## src/hw/rtl/wbps_pkg.sv

```systemverilog
// Package for the wildcard byte pattern scan block.
// Constants, register indexes, controller states and control structs.
// No dependencies.
`default_nettype none

package wbps_pkg;

  localparam int unsigned MaxPatternDefault = 256;
  localparam int unsigned StoreDepth        = 256;  // pattern store entries
  localparam int unsigned WinDepth          = 256;  // circular window buffer
  localparam int unsigned StoreAw           = $clog2(StoreDepth);
  localparam int unsigned WinAw             = $clog2(WinDepth);
  localparam logic [7:0]  Wildcard          = 8'hFF;
  localparam logic [31:0] CountMax          = 32'hFFFF_FFFF;

  localparam int unsigned CfgIdxW = 8;

  typedef enum logic [CfgIdxW-1:0] {
    REG_PATTERN_LENGTH = 8'd0,
    REG_REGION_BASE    = 8'd1
  } cfg_reg_e;

  typedef enum logic [2:0] {
    ST_IDLE,
    ST_EVAL,
    ST_READ,
    ST_CHECK,
    ST_EMIT_HIT,
    ST_EMIT_MISS
  } ctrl_state_e;

  // controller -> datapath
  typedef struct packed {
    logic accept;   // input request taken this cycle
    logic step;     // advance compare pointers
    logic emit;     // load output register
    logic hit;      // with emit: match found
  } scan_cmd_t;

  // datapath -> controller
  typedef struct packed {
    logic scan;     // last accepted request was a live region byte
    logic cand;     // window must be compared
    logic last;     // last accepted byte closes the region
    logic byte_ok;  // current pattern byte matches its window byte
    logic pat_end;  // current compare position is the final pattern byte
    logic out_free; // output register can take a result this cycle
  } scan_sts_t;

endpackage

`default_nettype wire

```

## src/hw/rtl/wbps_ctrl.sv

```systemverilog
// Controller FSM for the wildcard byte pattern scan block.
// Sequences window compares and result emission; uses wbps_pkg.
`default_nettype none

module wbps_ctrl (
  input  wire                   clk_i,
  input  wire                   rst_ni,
  input  wire                   in_valid_i,
  output logic                  in_ready_o,
  input  wire wbps_pkg::scan_sts_t sts_i,
  output wbps_pkg::scan_cmd_t   cmd_o
);

  wbps_pkg::ctrl_state_e state_q, state_d;

  always_ff @(posedge clk_i or negedge rst_ni) begin
    if (!rst_ni) begin
      state_q <= wbps_pkg::ST_IDLE;
    end else begin
      state_q <= state_d;
    end
  end

  always_comb begin
    state_d    = state_q;
    in_ready_o = 1'b0;
    cmd_o      = '0;
    case (state_q)
      wbps_pkg::ST_IDLE: begin
        in_ready_o   = 1'b1;
        cmd_o.accept = in_valid_i;
        if (in_valid_i) state_d = wbps_pkg::ST_EVAL;
      end
      wbps_pkg::ST_EVAL: begin
        if (!sts_i.scan)      state_d = wbps_pkg::ST_IDLE;
        else if (sts_i.cand)  state_d = wbps_pkg::ST_READ;
        else if (sts_i.last)  state_d = wbps_pkg::ST_EMIT_MISS;
        else                  state_d = wbps_pkg::ST_IDLE;
      end
      wbps_pkg::ST_READ: begin
        // memory read data lands next cycle
        state_d = wbps_pkg::ST_CHECK;
      end
      wbps_pkg::ST_CHECK: begin
        if (!sts_i.byte_ok) begin
          state_d = sts_i.last ? wbps_pkg::ST_EMIT_MISS : wbps_pkg::ST_IDLE;
        end else if (sts_i.pat_end) begin
          state_d = wbps_pkg::ST_EMIT_HIT;
        end else begin
          cmd_o.step = 1'b1;
          state_d    = wbps_pkg::ST_READ;
        end
      end
      wbps_pkg::ST_EMIT_HIT: begin
        if (sts_i.out_free) begin
          cmd_o.emit = 1'b1;
          cmd_o.hit  = 1'b1;
          state_d    = wbps_pkg::ST_IDLE;
        end
      end
      wbps_pkg::ST_EMIT_MISS: begin
        if (sts_i.out_free) begin
          cmd_o.emit = 1'b1;
          state_d    = wbps_pkg::ST_IDLE;
        end
      end
      default: state_d = wbps_pkg::ST_IDLE;
    endcase
  end

endmodule

`default_nettype wire

```

## config.mk

```make
export PLATFORM = sky130hd
export DESIGN_NAME = wbps_ctrl
export DESIGN_NICKNAME = d
export VERILOG_FILES = /design/src/hw/rtl/wbps_pkg.sv /design/src/hw/rtl/wbps_ctrl.sv
export SDC_FILE = /design/constraint.sdc
export NUM_CORES = 1
export LEC_CHECK = 0
export ABC_AREA = 1
export ABC_CLOCK_PERIOD_IN_PS = 1050
export BUFFER_PORTS_ARGS = -buffer_cell sky130_fd_sc_hd__buf_2
export CAP_MARGIN = 20
export CELL_PAD_IN_SITES_DETAIL_PLACEMENT = 0
export CELL_PAD_IN_SITES_GLOBAL_PLACEMENT = 2
export CORE_MARGIN = 2
export CORE_UTILIZATION = 17
export DETAILED_ROUTE_END_ITERATION = 12
export PLACE_DENSITY = 0.64
export SYNTH_ARGS = -nofsm -noshare
export SYNTH_HDL_FRONTEND = slang
export SYNTH_SLANG_ARGS = --single-unit
export TNS_END_PERCENT = 30
```

## constraint.sdc

```tcl
create_clock -name clk_i -period 1.05 [get_ports clk_i]
set_clock_uncertainty 0.15 [all_clocks]
set_input_delay 0.21 -clock clk_i [delete_from_list [all_inputs] [get_ports clk_i]]
set_output_delay 0.21 -clock clk_i [all_outputs]
set_load 0.1 [all_outputs]
```

==> impl_metrics.yaml <==
logic_synthesis:
  synth_largest_area_cell: "dfrtp_1"
  async_reset_ff_share_pct: 100
  syn_inst: 41
  synthTopCellsByArea: "dfrtp_1 28%, inv_1 11%, nand2_1 11%"
  synth-seq-area-share_pct: 27.6
  synth.distinct_cells: 15
  netlist_area_sq_um: 272
  netlist_top_cells_count: "8 x inv_1, 8 x nand2_1, 5 x nand3_1"
  ys_ff_latch: 3
  synth_edf_count: 0
  yosysTopAreaCellShare_pct: 27.6
  yosys_warnings: 0
  synth_nets: 50
  syn_avg_cell_area_sq_um: 6.62
  ys.flop_type: "dfrtp_1"
status:
  violations: "negative setup slack"
  status: "finished, violations left"
sta:
  hold_viol: 0
  min_period_ns: 1.62
  slew_headroom_pct: 81.9
  fin_ws_ns: -0.569
  setup_violations: 8
  worstMarginPinSlew_ns: 0.269
  period_share_pct: 154
  rsz0062_at_grt: "yes"
  clock.fmax_ghz: 0.618
  report.final.slew_viol_count: 0
  fin_hold_ws_ns: 0.0825
final_layout:
  drive_gt1_share_pct: 66.7
  fillCellCount: 162
  area_growth_pct: 135
  fin_util_pct: 42.4
  stdcell_count: 88
  antennaDiodeCount: 0
  largest_register_ffs: 3
  finish.net_count: 82
  reg_top3: "state_q: 3 flops"
  largest-register: "state_q"
power_and_ir_drop:
  vdd_drop_max_mv: 1.41
  power_density_nw_per_um2: 2870
  p_leak_uw: 0.000312
worst_hold_path:
  hold_path_end: "state_q[1]"
  min_from: "sts_i[4]"
  hp-class: "primary input to register"
  hold-path-cell-count: 3
clocking:
  cts_tree: "yes"
  root_buffer: "clkbuf_4"
  clkSinkCount: 3
  clk_latency_ns: 0.24
  cts_buffers: 3
  cts-htree-levels: 1
  path_clk_slew_ns: 0.03
  cts_max_path_buffers: 2
placement:
  finalWeightedCongestion: 0.675
  hpwl_um: 597
  portBuffers: 13
  dp.cells: 82
drt:
  met1_length_um: 356
  wire_per_inst_um: 8.33
  first_iter_violations: 1
  wl_met2_um: 292
  drcViolationCount: 0
  avgViaCountPerCell: 3.98
  drt-total-wl_um: 733
  first_pass_iters: 3
  drtAntennaViolNets: 0
  routed.top_layer: "met4"
  wl_met3_um: 61
  vias: 350
floorplan:
  die_w_um: 44.0
  coreArea_sq_um: 1510
  initial_utilization_pct: 18.0
  die-area_sq_um: 1930
  io_pins: 14
  rows: 14
  fp.dieH_um: 44.0
worst_setup_path:
  cp_data_required_time_ns: 0.69
  reg2reg_from: "state_q[1]"
  crit_path_end_kind: "primary output"
  reg2regPathDepth: 9
  crit_chain: "nor4_4, buf_12"
  rrSetupSlack_ns: -0.32
  cpMaxStageDelayCell: "dfrtp_2"
  worst-setup-path-type: "register to primary output"
  cp-start-kind: "register"
  worstPathArrival_ns: 1.26
  max_stage_delay_ns: 0.47
  cp_max_fo: 6
  r2r-end: "state_q[0]"
grt:
  grt_max_degree: 7
  grt_overflow_total: 0
  grt_util_all_layers_pct: 8.84
  grt_pass1_vias: 279
  grt_pass1_wl_um: 1150
  antenna_found_initial: 0
run:
  cap_viol_max_count: 0
[cells in the final DEF (no fill, tap or decap)]
master         instances
buf_4                 12
buf_2                  8
inv_1                  7
nand2_1                5
nand3_1                5
buf_12                 5
nand2_2                4
nor2_1                 3
clkbuf_4               3
buf_6                  3
dfrtp_2                3
nor3_4                 2
nor2_4                 2
inv_2                  2
nor4_4                 2
inv_4                  1
a31oi_1                1
nor3_2                 1
nand4_1                1
clkbuf_1               1
dlygate4sd3_1          1
[layer usage]
layer,vias to the layer above,track usage [%]
met5,-,0
met3,5,5.00
met1,143,11.1
met2,11,10.6
met4,0,7.27
li1,191,-
[worst max-delay path, delay by kind of cell, from the launching register on]
kind | cells | cell delay, ns
buffers and inverters | 1 | 0.21
DFF | 1 | 0.47
and+or+nand+nor | 1 | 0.34
[worst max-delay path by stage]
stage	start	end	slack [ns]	cells after the start
5_1_grt	state_q[1]	cmd_o[0]	-0.63	2
2_1_floorplan	state_q[2]	cmd_o[0]	-0.93	2
3_3_place_gp	state_q[0]	cmd_o[2]	-0.43	5
4_1_cts	state_q[0]	cmd_o[3]	-0.58	2
3_5_place_dp	state_q[1]	cmd_o[2]	-0.41	5
6_report	state_q[1]	cmd_o[0]	-0.57	2
[power by group]
group / switching, uW / total [uW] / internal (uW)
registers: 140 / 312 / 172
clock network: 60.8 / 203 / 142
logic: 740 / 1320 / 583
total: 940 / 1840 / 897
[area by class of cell]
type / count / area (sq um) / area share (%)
Tap cell: 16 / 20.0 / 3.13
Sequential cell: 3 / 78.8 / 12.3
Inverter: 10 / 40.0 / 6.26
Clock buffer: 4 / 26.3 / 4.11
Timing Repair Buffer: 29 / 274 / 42.9
Multi-Input combinational cell: 26 / 200 / 31.3
[kinds of logic after synthesis]
family,Yosys count,synth area share (%)
AND/OR/NAND/NOR,25,47.9
buffers and inverters,12,22.1
AO/OA/AOI/OAI,1,2.31
flip-flops,3,27.6
[per-stage QoR]
stage / setup WS (ns) / power, uW / setup TNS (ns) / area, sq um
final: -0.569 / 1840 / -3.56 / 639
after global routing: -0.630 / 1940 / -4.03 / 639
after CTS: -0.583 / 1830 / -3.75 / 629
after detailed placement: -0.414 / 1550 / -2.69 / 564
after global placement: -0.427 / 1550 / -2.73 / 564
after floorplan: -0.934 / 1070 / -3.77 / 322
[repair_timing]
item	in CTS	in global routing
resized for setup	8	3
setup buffers	1	0
pin swaps	4	2
setup endpoints to repair	8	8
endpoints found under the hold margin	3	0
hold buffers	1	0
Power figures use the tool's default switching activity.
