`config.mk`:
```
export PLATFORM = sky130hd
export DESIGN_NAME = wbps_dp
export DESIGN_NICKNAME = d
export VERILOG_FILES = /design/src/hw/rtl/wbps_pkg.sv /design/src/hw/rtl/wbps_dp.sv
export SDC_FILE = /design/constraint.sdc
export NUM_CORES = 2
export LEC_CHECK = 0
export ABC_AREA = 1
export ABC_CLOCK_PERIOD_IN_PS = 5100
export BUFFER_PORTS_ARGS = -buffer_cell sky130_fd_sc_hd__buf_2
export CAP_MARGIN = 20
export CORE_ASPECT_RATIO = 0.5
export CORE_MARGIN = 2
export CORE_UTILIZATION = 63
export DETAILED_ROUTE_END_ITERATION = 8
export HOLD_SLACK_MARGIN = 0.1
export PLACE_DENSITY_LB_ADDON = 0.05
export SLEW_MARGIN = 5
export SYNTH_ARGS = -nofsm -noshare
export SYNTH_HDL_FRONTEND = slang
export SYNTH_SLANG_ARGS = --single-unit
```
`constraint.sdc`:
```
create_clock -name clk_i -period 5.1 [get_ports clk_i]
set_clock_uncertainty 0.15 [all_clocks]
set_input_delay 0.255 -clock clk_i [delete_from_list [all_inputs] [get_ports clk_i]]
set_output_delay 0.255 -clock clk_i [all_outputs]
set_load 0.02 [all_outputs]
```
`src/hw/rtl/wbps_pkg.sv`:
```
// Package for the wildcard byte pattern scan block.
// Constants, register indexes, controller states and control structs.
// No dependencies.
`default_nettype none

package wbps_pkg;

  localparam int unsigned MaxPatternDefault = 256;
  localparam int unsigned StoreDepth        = 256;  // pattern store entries
  localparam int unsigned WinDepth          = 256;  // circular window buffer
  localparam int unsigned StoreAw           = $clog2(StoreDepth);
  localparam int unsigned WinAw             = $clog2(WinDepth);
  localparam logic [7:0]  Wildcard          = 8'hFF;
  localparam logic [31:0] CountMax          = 32'hFFFF_FFFF;

  localparam int unsigned CfgIdxW = 8;

  typedef enum logic [CfgIdxW-1:0] {
    REG_PATTERN_LENGTH = 8'd0,
    REG_REGION_BASE    = 8'd1
  } cfg_reg_e;

  typedef enum logic [2:0] {
    ST_IDLE,
    ST_EVAL,
    ST_READ,
    ST_CHECK,
    ST_EMIT_HIT,
    ST_EMIT_MISS
  } ctrl_state_e;

  // controller -> datapath
  typedef struct packed {
    logic accept;   // input request taken this cycle
    logic step;     // advance compare pointers
    logic emit;     // load output register
    logic hit;      // with emit: match found
  } scan_cmd_t;

  // datapath -> controller
  typedef struct packed {
    logic scan;     // last accepted request was a live region byte
    logic cand;     // window must be compared
    logic last;     // last accepted byte closes the region
    logic byte_ok;  // current pattern byte matches its window byte
    logic pat_end;  // current compare position is the final pattern byte
    logic out_free; // output register can take a result this cycle
  } scan_sts_t;

endpackage

`default_nettype wire

```
`src/hw/rtl/wbps_dp.sv`:
```
// Datapath for the wildcard byte pattern scan block: pattern store, window
// buffer, counters, config registers and output register. Uses wbps_pkg.
`default_nettype none

module wbps_dp #(
  parameter int unsigned MAX_PATTERN = wbps_pkg::MaxPatternDefault
) (
  input  wire                         clk_i,
  input  wire                         rst_ni,
  // config write
  input  wire                         cfg_valid_i,
  input  wire [wbps_pkg::CfgIdxW-1:0] cfg_index_i,
  input  wire [63:0]                  cfg_data_i,
  // request fields
  input  wire                         mode_i,
  input  wire [7:0]                   pattern_index_i,
  input  wire [7:0]                   data_byte_i,
  input  wire                         first_byte_i,
  input  wire                         last_byte_i,
  // result
  output logic                        out_valid_o,
  input  wire                         out_ready_i,
  output logic                        found_o,
  output logic [63:0]                 match_address_o,
  output logic [31:0]                 match_offset_o,
  // control
  input  wire wbps_pkg::scan_cmd_t    cmd_i,
  output wbps_pkg::scan_sts_t         sts_o
);

  localparam int unsigned SAw = wbps_pkg::StoreAw;
  localparam int unsigned WAw = wbps_pkg::WinAw;

  logic [7:0] pat_mem [wbps_pkg::StoreDepth];
  logic [7:0] win_mem [wbps_pkg::WinDepth];

  logic [7:0]     pat_rd_q, win_rd_q;
  logic [SAw-1:0] pidx_q, pidx_d;
  logic [WAw-1:0] raddr_q, raddr_d;
  logic [WAw-1:0] wptr_q, wptr_d;
  logic [31:0]    seen_q, seen_d;
  logic           done_q, done_d;
  logic [7:0]     len_q;
  logic [63:0]    base_q;
  logic           scan_q, cand_q, last_q;
  logic           scan_d, cand_d;
  logic           out_valid_q;
  logic           found_q;
  logic [63:0]    addr_q;
  logic [31:0]    off_q;

  logic        done_eff, counted, pat_wr, win_wr, len_ok;
  logic [31:0] seen_base;
  logic [31:0] off_hit;

  assign done_eff  = first_byte_i ? 1'b0 : done_q;
  assign seen_base = first_byte_i ? 32'd0 : seen_q;
  assign counted   = (seen_base != wbps_pkg::CountMax);
  assign len_ok    = (len_q != 8'd0) && ({24'd0, len_q} < 32'(MAX_PATTERN));
  assign pat_wr    = cmd_i.accept && !mode_i &&
                     ({24'd0, pattern_index_i} < 32'(MAX_PATTERN));
  assign win_wr    = cmd_i.accept && mode_i && !done_eff;
  assign off_hit   = seen_q - {24'd0, len_q};

  always_comb begin
    seen_d  = seen_q;
    done_d  = done_q;
    wptr_d  = wptr_q;
    pidx_d  = pidx_q;
    raddr_d = raddr_q;
    scan_d  = scan_q;
    cand_d  = cand_q;
    if (cmd_i.accept) begin
      scan_d = mode_i && !done_eff;
      cand_d = 1'b0;
      if (mode_i) begin
        done_d = done_eff;
        seen_d = seen_base;
        if (!done_eff) begin
          wptr_d = wptr_q + WAw'(1);
          if (counted) seen_d = seen_base + 32'd1;
          cand_d = counted && (base_q != 64'd0) && len_ok &&
                   ((seen_base + 32'd1) >= {24'd0, len_q});
          // oldest window byte of the candidate match
          pidx_d  = '0;
          raddr_d = wptr_q + WAw'(1) - WAw'(len_q);
        end
      end
    end else if (cmd_i.step) begin
      pidx_d  = pidx_q + SAw'(1);
      raddr_d = raddr_q + WAw'(1);
    end
    if (cmd_i.emit) done_d = 1'b1;
  end

  always_ff @(posedge clk_i or negedge rst_ni) begin
    if (!rst_ni) begin
      seen_q      <= '0;
      done_q      <= 1'b0;
      wptr_q      <= '0;
      pidx_q      <= '0;
      raddr_q     <= '0;
      scan_q      <= 1'b0;
      cand_q      <= 1'b0;
      last_q      <= 1'b0;
      len_q       <= '0;
      base_q      <= '0;
      out_valid_q <= 1'b0;
    end else begin
      seen_q  <= seen_d;
      done_q  <= done_d;
      wptr_q  <= wptr_d;
      pidx_q  <= pidx_d;
      raddr_q <= raddr_d;
      scan_q  <= scan_d;
      cand_q  <= cand_d;
      if (cmd_i.accept) last_q <= last_byte_i;
      if (cfg_valid_i) begin
        case (cfg_index_i)
          wbps_pkg::REG_PATTERN_LENGTH: len_q  <= cfg_data_i[7:0];
          wbps_pkg::REG_REGION_BASE:    base_q <= cfg_data_i;
          default: ;
        endcase
      end
      if (cmd_i.emit)       out_valid_q <= 1'b1;
      else if (out_ready_i) out_valid_q <= 1'b0;
    end
  end

  // memories and result payload
  always_ff @(posedge clk_i) begin
    if (pat_wr) pat_mem[pattern_index_i[SAw-1:0]] <= data_byte_i;
    if (win_wr) win_mem[wptr_q] <= data_byte_i;
    pat_rd_q <= pat_mem[pidx_q];
    win_rd_q <= win_mem[raddr_q];
    if (cmd_i.emit) begin
      found_q <= cmd_i.hit;
      off_q   <= cmd_i.hit ? off_hit : 32'd0;
      addr_q  <= cmd_i.hit ? (base_q + {32'd0, off_hit}) : 64'd0;
    end
  end

  assign sts_o.scan     = scan_q;
  assign sts_o.cand     = cand_q;
  assign sts_o.last     = last_q;
  assign sts_o.byte_ok  = (pat_rd_q == wbps_pkg::Wildcard) || (pat_rd_q == win_rd_q);
  assign sts_o.pat_end  = (pidx_q == SAw'(len_q - 8'd1));
  assign sts_o.out_free = !out_valid_q || out_ready_i;

  assign out_valid_o     = out_valid_q;
  assign found_o         = found_q;
  assign match_address_o = addr_q;
  assign match_offset_o  = off_q;

endmodule

`default_nettype wire

```
==> run_results.csv <==
group,metric,value,unit
run_status,status,"finished, final reports clean",
critical_path,cp_top_family,"simple AND/OR/NAND/NOR gates",
die,fp.dieW,756.8,um
critical_path,slowest_stage,"dfrtp_1",
synthesis,ys_ff_latch,4342,
detailed_routing,route.met2.wl,227900,um
synthesis,synth-seq-area-share,72.58,%
layout,design_area,197200,sq um
sta,final-max-slew-violation-count,0,
cts,cts.sinks,4342,
power_and_ir_drop,cellLeakagePower,65.24,nW
sta,relSlewSlack,12.51,%
die,io_pins,203,
sta,final-hold-violation-count,0,
detailed_routing,drcViolationCount,0,
detailed_routing,vias,121565,
placed_design,postPlaceCellArea,183000,sq um
sta,fin_tns_setup,0,ns
placed_design,portBuffers,202,
die,dieArea,287900,sq um
detailed_routing,top_layer,"met5",
sta,setup_viol,0,
cts,cts-root-buf,"clkbuf_16",
global_routing,grt_pass1_vias,114646,
sta,worst_pin_slew,1.312,ns
synthesis,synth-edff-count,4193,
sta,fmax,214.9,MHz
detailed_routing,viasPerCell,6.417,
global_routing,grtUsageTotal,34.54,%
critical_path,worstPathArrival,5.14,ns
synthesis,ys_async_sr_fraction,3.063,%
cts,clk_latency,0.94,ns
critical_path,cp.buffers_inverters,6,
placed_design,gp_congestion,0.9282,
cts,htreeDepth,5,
detailed_routing,drt_iter0_drc,17067,
critical_path,critPathCaptureType,"flop",
synthesis,yosysUniqueCellTypes,55,
detailed_routing,m1WireLength,205700,um
cts,cts_tree,"done",
critical_path,cp_common_cell,"nand2_1",
die,rows,138,
power_and_ir_drop,fin_total_pwr,0.09167,W
layout,drive_gt1_share,7.001,%
detailed_routing,drtAntennaViolNets,0,
critical_path,cp-start-kind,"flop",
sta,grt_setup_unrepaired,"yes",
detailed_routing,wl_met3,54500,um
cts,clkTransAtPathRegs,0.07,ns
die,core_area,282300,sq um
synthesis,yosysWarnings,0,
sta,min_period,4.653,ns
critical_path,crit_path_max_incr_delay,0.40,ns
layout,n_fill_cell,19765,
critical_path,crit_fanout,5,
power_and_ir_drop,powerDensity,464.9,nW/um^2
sta,final.period_utilization,91.23,%
die,die_h,380.4,um
critical_path,worstPathRequired,5.59,ns
detailed_routing,drtPass1Iterations,9,
global_routing,grt_max_degree,215,
run,max-cap-violations,0,
cts,cts_buffers,369,
sta,hold_slack,0.1643,ns
detailed_routing,wl_per_cell,26.73,um
die,initial_core_util,63.23,%
detailed_routing,routed_wl,506400,um
layout,final_nets,15018,
synthesis,syn_area,178500,sq um
global_routing,gr-total-overflow,0,
placed_design,dp_hpwl,294100,um
global_routing,antenna_found_initial,22,
synthesis,synthCells,14820,
layout,area_delta_synth_final,10.47,%
critical_path,critPathKind,"flop to flop",
synthesis,ys_dominant_reg_cell,"edfxtp_1",
synthesis,avgSynthCellArea,12.05,sq um
cts,cts_max_path_buffers,4,
synthesis,synthesis.nets,14985,
power_and_ir_drop,ir_worst_vdd,486.9,uV
min_path,hp-class,"primary input to flop",
global_routing,grt_pass1_wl,745600,um
-- report_power, final --
| part | internal (W) | switching (W) |
|---|---|---|
| clock | 0.0156 | 0.0130 |
| combinational | 0.00625 | 0.0167 |
| sequential | 0.0394 | 0.000632 |
-- worst paths after layout --
path,start,endpoint,slack [ns],cells past startpoint
setup / recovery,seen_q[0],match_address_o[35],0.45,27
hold reg to reg,scan_q,scan_q,0.34,2
max in group asynchronous,rst_ni,base_q[55],3.77,4
min in group asynchronous,rst_ni,pidx_q[0],0.38,4
hold / removal,pattern_index_i[0],pat_mem[181][3],0.16,6
setup reg to reg,seen_q[0],match_address_o[35],0.45,27
-- registers in the layout (all words and copies together), names as in the netlist, 8 cells and up --
signal,flops
base_q,64
len_q,8
match_address_o,64
match_offset_o,32
pat_mem,2048
pat_rd_q,8
pidx_q,8
raddr_q,8
seen_q,32
win_mem,2048
win_rd_q,8
wptr_q,8
-- Yosys cell counts (4+ instances only) --
library cell | count | share of area (%)
xnor2_1 | 26 | 0.13
nor2_2 | 10 | 0.035
o21ai_0 | 2158 | 6.1
nand4_1 | 69 | 0.24
nor3_1 | 55 | 0.15
nor2_1 | 3290 | 6.9
and3_1 | 5 | 0.018
a21o_1 | 4 | 0.017
o221ai_1 | 74 | 0.36
xor2_1 | 46 | 0.23
ha_1 | 63 | 0.44
nand2_1 | 1145 | 2.4
dfrtp_1 | 133 | 1.9
nor2_4 | 5 | 0.032
buf_4 | 23 | 0.097
nand3_2 | 4 | 0.022
or2_2 | 10 | 0.035
o211ai_1 | 441 | 1.9
buf_6 | 6 | 0.038
o21ai_1 | 19 | 0.053
a31oi_1 | 8 | 0.028
o21a_1 | 17 | 0.071
nand3b_1 | 11 | 0.046
and2_1 | 7 | 0.025
inv_1 | 369 | 0.78
clkinv_1 | 7 | 0.015
inv_2 | 9 | 0.019
a21oi_1 | 360 | 1.0
dfxtp_1 | 16 | 0.18
buf_1 | 38 | 0.080
buf_2 | 295 | 0.83
nor4_1 | 22 | 0.077
clkbuf_1 | 617 | 1.3
a22oi_1 | 5 | 0.021
nand3_1 | 714 | 2.0
o22ai_1 | 518 | 1.8
edfxtp_1 | 4193 | 71
-- metrics by stage --
step | worst slack [ns] | util [%] | cells
after detailed placement | 0.2655 | 64.84 | 18051
after global placement | 0.2491 | 64.82 | 18048
after global routing | -0.009182 | 69.84 | 18937
after floorplan | 1.118 | - | 14820
after CTS | 0.2508 | 69.81 | 18932
final | 0.4473 | 69.85 | 18944
-- per-layer routing --
metal,vias to the layer above,track usage (%)
met5,-,0
met4,18,11.34
met3,995,6.763
met2,6750,51.99
met1,59967,51.48
li1,53835,-
-- tightest hold or removal path, cell delays in order --
cell and delay [ns]:
buf_2 0.13, inv_1 0.05, nor2_1 0.10, nand2_2 0.28
nor2_1 0.09, buf_6 0.17
-- layout make-up --
type	instances	area, sq um	share of cell area [%]
clock inverter	206	2031	1.030
timing repair buffer	641	5937	3.011
multi-input combinational	9113	43480	22.05
tap	3780	4730	2.398
sequential	4342	129600	65.72
clock buffer	467	9906	5.023
inverter	386	1499	0.7601
antenna	9	22.52	0.01142
-- cells in the final DEF, fill, tap and decap left out, types with 192 or more instances in the layout --
cell type and instances:
nand2_1 1119, o22ai_1 518, nand3_1 707, dlygate4sd3_1 207
clkbuf_16 380, o211ai_1 441, nor2_1 3283, o21ai_0 2157
inv_1 363, buf_2 192, a21oi_1 360, edfxtp_1 4193
-- logic make-up (layout without fill, tap and decap cells) --
group                      after synthesis  count (layout)  synth area share, %
and+or+nand+nor                       5361            5361                12.11
DFF                                   4342            4342                72.58
AOI/OAI and AO/OA                     3614            3614                11.33
buffers and inverters                 1365            1700                3.152
xor gates and xnor gates                72              72               0.3533
adders and majority gates               66              66               0.4752
other                                    0               9                    0
-- what timing repair did --
item	4_1_cts	5_1_grt
hold buffers	208	0
setup buffers	0	0
setup endpoints to repair	0	16
resized for setup	0	11
endpoints found under the hold margin	2436	0
(Power assumes the default switching activity.)
